$ cat src/hw/rtl/vrn_pkg.sv
// Package for the velocity renormalizer: shared widths and pipeline geometry.
// No dependencies; used by vrn_sqrt, vrn_div and velocity_renormalize.
`default_nettype none
package vrn_pkg;
   localparam int FRAC_BITS_DEFAULT = 8;
   localparam int VEL_W   = 16;  // velocity component width
   localparam int SPD_W   = 15;  // target speed width
   localparam int SQ_W    = 32;  // sum of squares width
   localparam int ROOT_W  = 16;  // square root width
   localparam int PROD_W  = 32;  // component times speed
   localparam int MAG_W   = 31;  // magnitude of that product
   localparam int Q_W     = 16;  // quotient width
   localparam int SQRT_STAGES = SQ_W / 2;
   localparam int DIV_STAGES  = Q_W;
endpackage
`default_nettype wire

$ cat src/hw/rtl/vrn_div.sv
// Pipelined restoring divider lane: magnitude divided by root, one quotient bit a stage.
// Depends on vrn_pkg.
`default_nettype none
module vrn_div (
   input  wire logic                              clock,
   input  wire logic [vrn_pkg::DIV_STAGES-1:0]    en,
   input  wire logic [vrn_pkg::MAG_W-1:0]         mag,
   input  wire logic                              sign_in,
   input  wire logic [vrn_pkg::ROOT_W-1:0]        root_in,
   output logic      [vrn_pkg::Q_W-1:0]           quot,
   output logic                                   sign_out,
   output logic      [vrn_pkg::ROOT_W-1:0]        root_out
);
   localparam int NS = vrn_pkg::DIV_STAGES;
   localparam int RT = vrn_pkg::ROOT_W;
   localparam int QW = vrn_pkg::Q_W;
   localparam int LW = vrn_pkg::Q_W;
   localparam int HW = vrn_pkg::MAG_W - LW;

   logic [RT-1:0] rem_ff  [NS];
   logic [LW-1:0] lo_ff   [NS];
   logic [QW-1:0] q_ff    [NS];
   logic [RT-1:0] d_ff    [NS];
   logic          sign_ff [NS];

   for (genvar k = 0; k < NS; k++) begin : g_stage
      logic [RT-1:0] rem_prev;
      logic [LW-1:0] lo_prev;
      logic [QW-1:0] q_prev;
      logic [RT-1:0] d_prev;
      logic          sign_prev;
      logic [RT:0]   part;
      logic [RT-1:0] rem_in;
      logic [QW-1:0] q_in;

      if (k == 0) begin : g_first
         assign rem_prev  = RT'(mag[vrn_pkg::MAG_W-1 -: HW]);
         assign lo_prev   = mag[LW-1:0];
         assign q_prev    = '0;
         assign d_prev    = root_in;
         assign sign_prev = sign_in;
      end else begin : g_next
         assign rem_prev  = rem_ff[k-1];
         assign lo_prev   = lo_ff[k-1];
         assign q_prev    = q_ff[k-1];
         assign d_prev    = d_ff[k-1];
         assign sign_prev = sign_ff[k-1];
      end

      always_comb begin
         part = {rem_prev, lo_prev[LW-1]};
         if (part >= {1'b0, d_prev}) begin
            rem_in = RT'(part - {1'b0, d_prev});
            q_in   = {q_prev[QW-2:0], 1'b1};
         end else begin
            rem_in = part[RT-1:0];
            q_in   = {q_prev[QW-2:0], 1'b0};
         end
      end

      always_ff @(posedge clock) begin
         if (en[k]) begin
            rem_ff[k]  <= rem_in;
            lo_ff[k]   <= {lo_prev[LW-2:0], 1'b0};
            q_ff[k]    <= q_in;
            d_ff[k]    <= d_prev;
            sign_ff[k] <= sign_prev;
         end
      end
   end

   assign quot     = q_ff[NS-1];
   assign sign_out = sign_ff[NS-1];
   assign root_out = d_ff[NS-1];
endmodule
`default_nettype wire

$ cat config.mk
export PLATFORM = sky130hd
export DESIGN_NAME = vrn_div
export DESIGN_NICKNAME = d
export VERILOG_FILES = /design/src/hw/rtl/vrn_pkg.sv /design/src/hw/rtl/vrn_div.sv
export SDC_FILE = /design/constraint.sdc
export NUM_CORES = 1
export LEC_CHECK = 0
export ABC_AREA = 0
export ABC_CLOCK_PERIOD_IN_PS = 4000
export BUFFER_PORTS_ARGS = -buffer_cell sky130_fd_sc_hd__buf_4
export CORE_MARGIN = 2
export CORE_UTILIZATION = 50
export DETAILED_ROUTE_END_ITERATION = 7
export PLACE_DENSITY_LB_ADDON = 0.3
export SLEW_MARGIN = 10
export SYNTH_ARGS = -nofsm -noshare
export SYNTH_HDL_FRONTEND = slang
export SYNTH_SLANG_ARGS = --single-unit
$ cat constraint.sdc
create_clock -name clock -period 4 [get_ports clock]
set_input_delay 0.4 -clock clock [delete_from_list [all_inputs] [get_ports clock]]
set_output_delay 0.4 -clock clock [all_outputs]
set_load 0.01 [all_outputs]
# Yosys cells after proc, flatten, opt, wreduce, memory -nomap -nowiden

Memory sizes are Yosys's and may differ from the RTL's.
Cells that the tools add are included.

Add/subtract/negate cells: 16
Mux-type cells: 64
$lt $le $gt $ge: 16

Operators with widths:

| cell           | count |
|---|---|
| $mux 16        | 16 |
| $sub 16x16->16 | 16 |
| $ge 17x16->1   | 15 |
| $mux 1         | 48 |
| $ge 16x16->1   | 1 |

Flip-flop bits (word level): 0
Memories kept: 5
Output and inout bits: 33
Bits in writable memories: 1024
Input bits: 65

Memory list:

| memory  | depth | bits a word | read ports | clocked after memory_dff | wr ports | RTL line      | text |
|---|---|---|---|---|---|---|---|
| d_ff    | 16    | 16          | 16         | 0                        | 16       | vrn_div.sv:23 | `logic [RT-1:0] d_ff [NS];` |
| q_ff    | 16    | 16          | 16         | 0                        | 16       | vrn_div.sv:22 | `logic [QW-1:0] q_ff [NS];` |
| rem_ff  | 16    | 16          | 15         | 0                        | 16       | vrn_div.sv:20 | `logic [RT-1:0] rem_ff [NS];` |
| lo_ff   | 16    | 15          | 15         | 0                        | 16       | vrn_div.sv:21 | `logic [LW-1:0] lo_ff [NS];` |
| sign_ff | 16    | 1           | 16         | 0                        | 16       | vrn_div.sv:24 | `logic sign_ff [NS];` |

# Depth between registers and ports, before layout

An unclocked memory read counts as a cell.

Depth after elaboration: 3
Depth in mapped cells: 14
Mapped depth without buffers: 12

# Least setup slack after synthesis

OpenSTA, ideal clock, no wires.

Path kind: reg-to-reg
Start: memory d_ff[1][81] (netlist name)
End: memory rem_ff[1][107] (netlist name), data pin
Data arrival time: 2.753 ns
Stages on the path, launching flop included: 13
Setup time: 0.260 ns
Required time: 3.740 ns
Setup slack: 0.987 ns
Cells stage by stage: edfxtp_1 -> inv_1 -> ha_1 -> nor2b_1 -> o21a_1 -> o21ai_2 -> a211oi_1 -> or4b_4 -> a311o_1 -> o32a_1 -> buf_6 -> buf_6 -> mux2_4

RTL lines:

| what               | RTL line |
|---|---|
| start: declaration | vrn_div.sv:23 |
| end: declaration   | vrn_div.sv:20 |

==> impl_metrics.yaml <==
placed_design:
  gp_congestion: 0.9050
  place_inst: 3911
  io_buffers: 97
  dp_hpwl_um: 54520
timing:
  rsz0062_at_grt: "false"
  hold_violations: 0
  timing.final.crit_period_ns: 3.423
  relSlewSlack: 0.2502
  fmax_ghz: 0.2922
  skew_ns: 0.03075
  final.setup.tns_ns: 0
  drv_slew: 0
  finalCritPeriodShare: 0.8557
  tightestPinTransition_ns: 1.125
  finalSetupViolCount: 0
yosys:
  yosysSeqAreaShare: 0.6157
  async_flop_share: 0
  synth.area.top_cells: "edfxtp_1 (62%), ha_1 (8.6%), inv_1 (3.3%)"
  ys_dominant_reg_cell: "edfxtp_1"
  syn_nets: 3223
  yosysTopAreaCellShare: 0.6157
  synthSimpleGateAreaFrac: 0.07052
  ys.warnings.count: 0
  synth_area_um2: 37450
  yosys.area.top_type: "edfxtp_1"
  synthCells: 2887
  synthTopCellsByCount: "edfxtp_1 (768), inv_1 (328), ha_1 (256)"
  synth_top_family_by_area: "compound AO/OA/AOI/OAI gates"
  syn_avg_cell_area_um2: 12.97
  synth-seq-cells: 768
  synth_compound_area_frac: 0.1068
  yosys.cell_types.count: 77
  synth_edf_count: 768
  synth.most_common_cell: "edfxtp_1"
  synthMuxAreaShare: 0.03377
  synth_fa_ha_area_frac: 0.09354
  synth_xor_area_frac: 0.03812
route:
  vias: 22320
  drc_errors: 0
  wl_per_cell_um: 17.96
  dr.pass1.iters: 5
  vias_per_cell: 5.456
  totalWireLength_um: 73470
  antenna_left: 0
  drtIter0Drc: 1475
finish:
  final_cells: 4091
  post_route_cells_drive_above_1_share: 0.1115
  syn_to_final_growth_pct: 12.71
  fin_nets: 3394
  diodes: 0
clock_tree:
  cts_resized: 0
  cts_tree: "yes"
  clock_path_buffers: 3
  cts_inserted_buffers: 82
  cts.sinks: 768
  clkLatencyLatePin_ns: 0.65
  clock-root-buffer: "clkbuf_16"
  clkSlewWorstSetupHoldPaths_ns: 0.06
  htree_levels: 3
global_route:
  antenna_found_initial: 0
  grt_start_max_net_pins: 50
  grt_pass1_vias: 22800
  grt_first_pass_wirelength_um: 118200
  gr-usage-all-layers: 0.1915
  gr-total-overflow: 0
floorplan:
  ios: 98
  dieArea_um2: 77110
  fp.dieH_um: 277.7
  start_util: 0.5040
  coreArea_um2: 74320
  num_rows: 100
  fp.dieW_um: 277.7
setup_path:
  cp-end-kind: "flip-flop"
  crit_arrival_ns: 3.81
  critical_path_class: "reg -> reg"
  cp.required_ns: 4.39
  cp_max_fo: 19
  start_kind: "flip-flop"
power_and_ir_drop:
  p_leak_nw: 16.86
  peakVddDrop_mv: 0.4014
  p_per_area_nw_per_um2: 743.8
run:
  drv_cap: 0
hold_path:
  hold_class: "in -> reg"
status:
  outcome: "complete, no violations"
final timing paths:
kind | from | end | slack, ns | depth (start not counted)
max | rem_ff[1][80] | rem_ff[1][109] | 0.58 | 9
max reg2reg | rem_ff[1][80] | rem_ff[1][109] | 0.58 | 9
min reg2reg | lo_ff[0][86] | lo_ff[0][102] | 0.40 | 0
min | mag[23] | rem_ff[0][8] | 0.06 | 3
layout make-up:
| class | count | area [um^2] |
|---|---|---|
| multi-input cells | 1732 | 12880 |
| clock inverters | 52 | 514.2 |
| flip-flops and latches | 768 | 23060 |
| inverters | 328 | 1231 |
| clock buffers | 96 | 2126 |
| fillers | 5959 | 32100 |
| repair buffers | 146 | 1189 |
| well taps | 969 | 1212 |
layout by cell type, fill, tap and decap left out, drive strengths merged, types with 8 or more instances in the layout:
cell type      n
o21bai        15
mux2i         12
o31a           8
inv          332
and4           9
a21o          57
or3           10
o211ai        14
a211o         11
nand4         29
a21boi        12
nor2b         42
nor4          11
nand2b        33
nor3          31
a211oi        18
a21oi        163
dlygate4sd3   32
clkbuf        96
buf          114
clkinv        37
o31ai         29
nand2        190
xnor2        100
xor2          63
o21a          38
o21ai        181
mux2          99
nor2         134
edfxtp       768
fa            15
a31oi         21
ha           256
a31o           8
nand3         37
repair_timing:
action / 4_1_cts / 5_1_grt
hold buffers: 32 / 0
setup buffers: 0 / 0
hold endpoints to repair: 32 / 0
flip-flops by register name, indices dropped and copies added, names as in the netlist:
name,count
d_ff,256
lo_ff,120
q_ff,136
rem_ff,240
sign_ff,16
through the flow:
stage / total power, W / setup WS, ns / hold slack (ns) / utilization / cell area (um^2)
after detailed placement: 0.02401 / 0.5629 / 0.4045 / 0.5282 / 39260
after global routing: 0.03343 / 0.2249 / 0.04953 / 0.5680 / 42220
after global placement: 0.02360 / 0.6634 / 0.4006 / 0.5282 / 39260
final: 0.03140 / 0.5772 / 0.05822 / 0.5680 / 42220
after floorplan: 0.02106 / 0.9867 / 0.4003 / - / 37450
after CTS: 0.03161 / 0.5513 / 0.01991 / 0.5680 / 42220
logic make-up (layout without fill, tap and decap cells):
logic type	count (synthesis)	count (layout)
AO/OA/AOI/OAI	631	631
adder cells (fa/ha/maj)	271	271
AND/OR/NAND/NOR	556	556
multiplexers	111	111
flip-flops	768	768
XOR/XNOR	163	163
buffers and inverters	387	622
routing by layer:
layer	up-vias	global-route usage	wire length (um)
li1	10980	-	-
met1	10790	0.2234	29610
met2	420	0.3594	39300
met3	138	0.02577	2575
met4	0	0.06570	1987
met5	-	0	0
worst max-delay path, stage by stage, from the launching register on:
cell and delay (ns):
edfxtp_1 0.42, ha_1 0.32, nor2b_1 0.13, o21a_1 0.18, o21ai_2 0.17, a211oi_1 0.13
or4b_4 0.54, a311o_1 0.32, o32a_1 0.51, mux2_4 0.42
report_power, final:
group | leakage [nW] | switching, W | internal (W) | total [W]
clock | 1.28 | 0.00314 | 0.00428 | 0.00742
combinational | 8.07 | 0.00629 | 0.00536 | 0.0116
sequential | 7.51 | 0.000968 | 0.0114 | 0.0123
total | 16.9 | 0.0104 | 0.0210 | 0.0314
(Power assumes the default switching activity.)
