`config.mk`:
```
export PLATFORM = sky130hd
export DESIGN_NAME = vrn_sqrt
export DESIGN_NICKNAME = d
export VERILOG_FILES = /design/src/hw/rtl/vrn_pkg.sv /design/src/hw/rtl/vrn_sqrt.sv
export SDC_FILE = /design/constraint.sdc
export NUM_CORES = 1
export LEC_CHECK = 0
export BUFFER_PORTS_ARGS = -buffer_cell sky130_fd_sc_hd__buf_2
export CORE_ASPECT_RATIO = 1.25
export CORE_MARGIN = 4
export CORE_UTILIZATION = 40
export CTS_BUF_LIST = sky130_fd_sc_hd__clkbuf_4 sky130_fd_sc_hd__clkbuf_8 sky130_fd_sc_hd__clkbuf_16
export CTS_CLUSTER_DIAMETER = 50
export DETAILED_ROUTE_END_ITERATION = 10
export GPL_TIMING_DRIVEN = 0
export PLACE_DENSITY_LB_ADDON = 0.12
export SYNTH_ARGS = -nofsm -noshare
export SYNTH_HDL_FRONTEND = slang
export SYNTH_SLANG_ARGS = --single-unit
```
`constraint.sdc`:
```
create_clock -name clock -period 2.6 [get_ports clock]
set_input_delay 0.65 -clock clock [delete_from_list [all_inputs] [get_ports clock]]
set_output_delay 0.65 -clock clock [all_outputs]
set_load 0.02 [all_outputs]
```
`src/hw/rtl/vrn_pkg.sv`:
```
// Package for the velocity renormalizer: shared widths and pipeline geometry.
// No dependencies; used by vrn_sqrt, vrn_div and velocity_renormalize.
`default_nettype none
package vrn_pkg;
   localparam int FRAC_BITS_DEFAULT = 8;
   localparam int VEL_W   = 16;  // velocity component width
   localparam int SPD_W   = 15;  // target speed width
   localparam int SQ_W    = 32;  // sum of squares width
   localparam int ROOT_W  = 16;  // square root width
   localparam int PROD_W  = 32;  // component times speed
   localparam int MAG_W   = 31;  // magnitude of that product
   localparam int Q_W     = 16;  // quotient width
   localparam int SQRT_STAGES = SQ_W / 2;
   localparam int DIV_STAGES  = Q_W;
endpackage
`default_nettype wire

```
`src/hw/rtl/vrn_sqrt.sv`:
```
// Pipelined floor square root, one result digit per stage, with side payload.
// Depends on vrn_pkg.
`default_nettype none
module vrn_sqrt #(
   parameter int SIDE_W = 64
) (
   input  wire logic                                clock,
   input  wire logic [vrn_pkg::SQRT_STAGES-1:0]     en,
   input  wire logic [vrn_pkg::SQ_W-1:0]            sq,
   input  wire logic [SIDE_W-1:0]                   side_in,
   output logic      [vrn_pkg::ROOT_W-1:0]          root,
   output logic      [SIDE_W-1:0]                   side_out
);
   localparam int NS  = vrn_pkg::SQRT_STAGES;
   localparam int RW  = vrn_pkg::ROOT_W + 4;
   localparam int RTW = vrn_pkg::ROOT_W;
   localparam int VW  = vrn_pkg::SQ_W;

   logic [RW-1:0]     rem_ff  [NS];
   logic [RTW-1:0]    root_ff [NS];
   logic [VW-1:0]     val_ff  [NS];
   logic [SIDE_W-1:0] side_ff [NS];

   for (genvar k = 0; k < NS; k++) begin : g_stage
      logic [RW-1:0]     rem_prev;
      logic [RTW-1:0]    root_prev;
      logic [VW-1:0]     val_prev;
      logic [SIDE_W-1:0] side_prev;
      logic [RW-1:0]     part;
      logic [RW-1:0]     trial;
      logic [RW-1:0]     rem_in;
      logic [RTW-1:0]    root_in;

      if (k == 0) begin : g_first
         assign rem_prev  = '0;
         assign root_prev = '0;
         assign val_prev  = sq;
         assign side_prev = side_in;
      end else begin : g_next
         assign rem_prev  = rem_ff[k-1];
         assign root_prev = root_ff[k-1];
         assign val_prev  = val_ff[k-1];
         assign side_prev = side_ff[k-1];
      end

      always_comb begin
         part  = {rem_prev[RW-3:0], val_prev[VW-1 -: 2]};
         trial = RW'({root_prev, 2'b01});
         if (part >= trial) begin
            rem_in  = part - trial;
            root_in = {root_prev[RTW-2:0], 1'b1};
         end else begin
            rem_in  = part;
            root_in = {root_prev[RTW-2:0], 1'b0};
         end
      end

      always_ff @(posedge clock) begin
         if (en[k]) begin
            rem_ff[k]  <= rem_in;
            root_ff[k] <= root_in;
            val_ff[k]  <= {val_prev[VW-3:0], 2'b00};
            side_ff[k] <= side_prev;
         end
      end
   end

   assign root     = root_ff[NS-1];
   assign side_out = side_ff[NS-1];
endmodule
`default_nettype wire

```
# After elaboration in Yosys (flattened, before gate mapping)
# Memory sizes are Yosys's and may differ from the RTL's.
# Index checks and enable logic that the tools add are counted.
dict set report totals {
  ff_bits 0
  ramBits 2080
  in_bits 113
  output_inout_bits 80
  word_cells 100
  n_memories 4
}
dict set report classes {
  n_addsub 16
  magnitude_cmp 16
  mux 64
}
# memory words width read_ports rd_ports_with_merged_regs write_ports line
set mem_list {}
lappend mem_list {side_ff 16 64 16 0 16 vrn_sqrt.sv:22} ;# logic [SIDE_W-1:0] side_ff [NS];
lappend mem_list {val_ff 16 30 15 0 16 vrn_sqrt.sv:21} ;# logic [VW-1:0] val_ff [NS];
lappend mem_list {rem_ff 16 20 15 0 16 vrn_sqrt.sv:19} ;# logic [RW-1:0] rem_ff [NS];
lappend mem_list {root_ff 16 16 16 0 16 vrn_sqrt.sv:20} ;# logic [RTW-1:0] root_ff [NS];
# op n
set op_table {}
lappend op_table {{two-way mux 20 bit} 16}
lappend op_table {{greater-or-equal comparator 20 x 18 -> 1 bit} 15}
lappend op_table {{subtractor 20 x 18 -> 20 bit} 15}
lappend op_table {{two-way mux 1 bit} 48}
lappend op_table {{subtractor 2 x 1 -> 3 bit (second input constant)} 1}
lappend op_table {{greater-or-equal comparator 2 x 1 -> 1 bit (second input constant)} 1}

# Logic depth before layout (Yosys ltp)
# An unclocked memory read counts as a cell.
dict set report depth {
  word_depth 3
  mapped_depth 12
  depth_no_buf 10
}

# Worst setup path before layout
# Ideal clock, no wire load.
dict set report synth_path {
  path_type {flip-flop to flip-flop}
  from {mem rem_ff[1][87] (netlist name)}
  to {mem rem_ff[1][117] (netlist name) (data pin)}
  setup_time_ns 0.260
  arrival_ns 2.338
  path_slack_ns 0.002
  stages_incl_launch_ff 8
  path_buffers 0
  synth_period_minus_slack_ns 2.598
  path_cell_list {edfxtp_1 ha_1 a21oi_1 o21ai_0 a2111oi_0 o211ai_2 nor2b_1 mux2_2}
}
# item line
set synth_lines {}
lappend synth_lines {{from (decl)} vrn_sqrt.sv:19}

==> run metrics <==
Max Clock Freq=between 300 and 400 MHz; worst reg2reg setup slack=approximately 0.018 ns; fin crit period=roughly 2.6 ns; Worst VDD drop=0.000654 V; Longest Clk Path Bufs=3; Setup crit start=rem_ff[0][89]; Slew Limit Fails=0; CP delay by family, top=simple AND/OR/NAND/NOR gates; run status=finished, final reports clean; WL/cell=17.1 µm; Hold Path Class=in -> reg; CP arrival=between 3 and 4 ns; ys flop type=edfxtp_1; # nets final=between 3000 and 4000; Crit Path Max Fanout=10; Initial Util=0.403; FF-to-FF path depth=7; Worst path max stage delay=between 0.6 and 0.7 ns; Leakage=roughly 26 nW; Core Region=0.149 mm²; slew margin rel.=0.441; multi-input logic area=between 0.01 and 0.015 mm²; Pwr Density=approximately 870 mW/mm²; Tot GR Track Use=0.130; I/O pin total=193; Reg-to-Reg End=rem_ff[0][115]; storage element area=between 0.04 and 0.05 mm²; vias in the first global route=between 20000 and 30000; Vias=27300; routed vias/inst=4.66; Die Width=354 µm; drt first-iter violations=roughly 1300; largest net degree at the start of global routing=between 80 and 90; Worst EP required=between 3 and 4 ns; clk_lat worst skew=just under 0.8 ns; Mean Syn Cell Area=18.6 µm²; R2R Path Start=rem_ff[0][89]; Fillers=roughly 13000; htree depth=4; DRT antenna net count=0; 1st-pass router iterations=5; endpoints failing setup=0; mapped cell area=between 0.05 and 0.06 mm²; die area=between 0.15 and 0.2 mm²; end of the critical path=rem_ff[0][115]; synthesized netlist cell count=approximately 3200; clk slew on worst S/H paths=0.06 ns; register bit count reported by yosys=between 1500 and 2000; hpwl dp=66000 µm; Warnings, synthesis=0; CTS Buf Count=about 170; most frequent cells in the layout=edfxtp_1, buf_2, inv_1; Worst Tran Pin Value=approximately 0.84 ns; Vert. Die Dim=441 µm; worst-path cell chain=or4_1 > or2_0 > o211ai_1 > nor4_2 > clkbuf_4 > nor3_1 > xor2_1; Crit. path cell count=7; Hold Slack=~0.09 ns; MaxCap Viol Count=0; antenna violations before repair=6; proportion of layout cells with a drive suffix above 1=0.189; Final period util=0.993; Root Driver=clkbuf_16; Port Buf Inserts=192; Seq/Total Area, Yosys=0.826; CTS tree=yes; WP buf/inv=1; # DRC=0; Total Negative Setup Slacks=0 ns; GRT overflow=0; Post-synth EDFFs=about 1700; global-route wire length before repair=between 150000 and 200000 µm; CP startpoint kind=flip-flop; CTS sink count=1650; slowest CP cell=or4_1; most common cell after layout, fill and taps aside=edfxtp_1; Netlist cell types=75; Final Hold Fails=0; Setup CP Type=reg -> reg; Area Overhead vs Synth=19.5%; Routability Congestion=just over 0.8; Clock Skews=0.0510 ns; Synth async-reset ratio=0; num rows=158; total wire length=around 100000 µm; crit end category=flip-flop; net count after synthesis=approximately 3500
## per-stage QoR
step	instance area (µm²)	worst slack, ns	cells	power, mW	utilization
floorplan	60000	0.00175	3233	35.7	-
global placement	63400	-0.850	5425	37.6	0.427
detailed placement	64000	-0.816	5441	37.6	0.430
CTS	71300	0.00347	5858	63.3	0.479
global route	71700	-0.0260	5860	65.3	0.482
finish	71700	0.0183	5861	62.4	0.482
## worst min path at each step
stage,from,endpoint,slack [ns],depth (start not counted)
after floorplan,side_ff[0][36],side_ff[0][100],0.40,0
after global placement,val_ff[0][108],val_ff[0][140],0.40,0
after detailed placement,side_ff[0][41],side_ff[0][105],0.40,0
after CTS,side_in[1],side_ff[0][1],0.003,1
after global routing,side_in[32],side_ff[0][32],0.02,1
final,side_in[32],side_ff[0][32],0.09,1
## flip-flops by register name, summed over array words and instances (netlist names)
register	cells
root_ff	136
val_ff	240
side_ff	1024
rem_ff	250
## power by group
| group | internal, mW | switching (mW) | total, mW |
|---|---|---|---|
| registers | 31.7 | 0.811 | 32.5 |
| clock network | 14.8 | 10.2 | 25.0 |
| logic | 2.10 | 2.84 | 4.94 |
| total | 48.6 | 13.8 | 62.4 |
## cell type report
type,instances,share of cell area
Clock inverter,119,0.0199
Multi-Input combinational cell,1360,0.143
Timing Repair Buffer,327,0.0361
Clock buffer,195,0.0622
Buffer,24,0.00251
Inverter,185,0.00976
Sequential cell,1650,0.691
Antenna cell,1,0.0000349
Tap cell,2000,0.0349
## kinds of logic after synthesis
family / count (synthesis) / share of synthesized area
AO/OA/AOI/OAI: 418 / 0.0456
XOR/XNOR: 178 / 0.0260
adder cells (fa/ha/maj): 153 / 0.0319
buffers and inverters: 223 / 0.0142
flip-flops: 1650 / 0.826
multiplexers: 45 / 0.00828
other: 1 / 0.0000625
AND/OR/NAND/NOR: 565 / 0.0479
## Yosys cell counts, types with 3 or more instances
cell | number | area share
edfxtp_1 | 1650 | 0.83
inv_1 | 183 | 0.011
nor2_1 | 158 | 0.0099
ha_1 | 153 | 0.032
a21oi_1 | 128 | 0.011
nand2_1 | 102 | 0.0064
xnor2_1 | 92 | 0.013
xor2_1 | 86 | 0.013
o21ai_0 | 79 | 0.0066
nor3_1 | 63 | 0.0053
o21a_1 | 43 | 0.0054
nand3_1 | 40 | 0.0033
mux2_2 | 37 | 0.0069
or3_1 | 37 | 0.0039
nor4_1 | 32 | 0.0033
clkbuf_1 | 28 | 0.0018
a21o_1 | 22 | 0.0028
nand4_1 | 22 | 0.0023
a211oi_1 | 21 | 0.0026
nor2b_1 | 21 | 0.0022
a31oi_1 | 15 | 0.0016
nand2b_1 | 15 | 0.0016
o211ai_1 | 15 | 0.0019
or4_1 | 14 | 0.0018
or2_2 | 11 | 0.0011
o31ai_1 | 10 | 0.0013
a31o_2 | 9 | 0.0013
o21bai_1 | 9 | 0.0011
o31a_1 | 9 | 0.0013
and3_1 | 8 | 0.00083
buf_2 | 8 | 0.00067
mux2i_1 | 8 | 0.0013
a211o_1 | 7 | 0.0010
a21boi_0 | 7 | 0.00088
nand3b_1 | 7 | 0.00088
o2111ai_1 | 7 | 0.0010
and2_1 | 6 | 0.00063
nor3b_1 | 6 | 0.00075
nor4b_1 | 6 | 0.00088
a2111oi_0 | 5 | 0.00073
o311ai_0 | 4 | 0.00058
nand4b_1 | 3 | 0.00044
o211a_1 | 3 | 0.00050
o21ai_1 | 3 | 0.00025
or3_4 | 3 | 0.00056
## repair_timing
item | 4_1_cts | 5_1_grt
gates resized for setup | 102 | 82
pin swaps | 15 | 14
hold endpoints to repair | 79 | 0
hold buffers | 79 | 0
buffers inserted | 30 | 10
endpoints found under the setup margin | 187 | 144
gates cloned | 0 | 0
## layer usage
metal | global-route usage | share of wire | up-vias
li1 | - | - | 13500
met1 | 0.152 | 0.41 | 13100
met2 | 0.228 | 0.51 | 519
met3 | 0.0259 | 0.040 | 261
met4 | 0.0674 | 0.045 | 0
met5 | 0 | 0 | -
No activity file was read; power rests on OpenSTA's default activity.
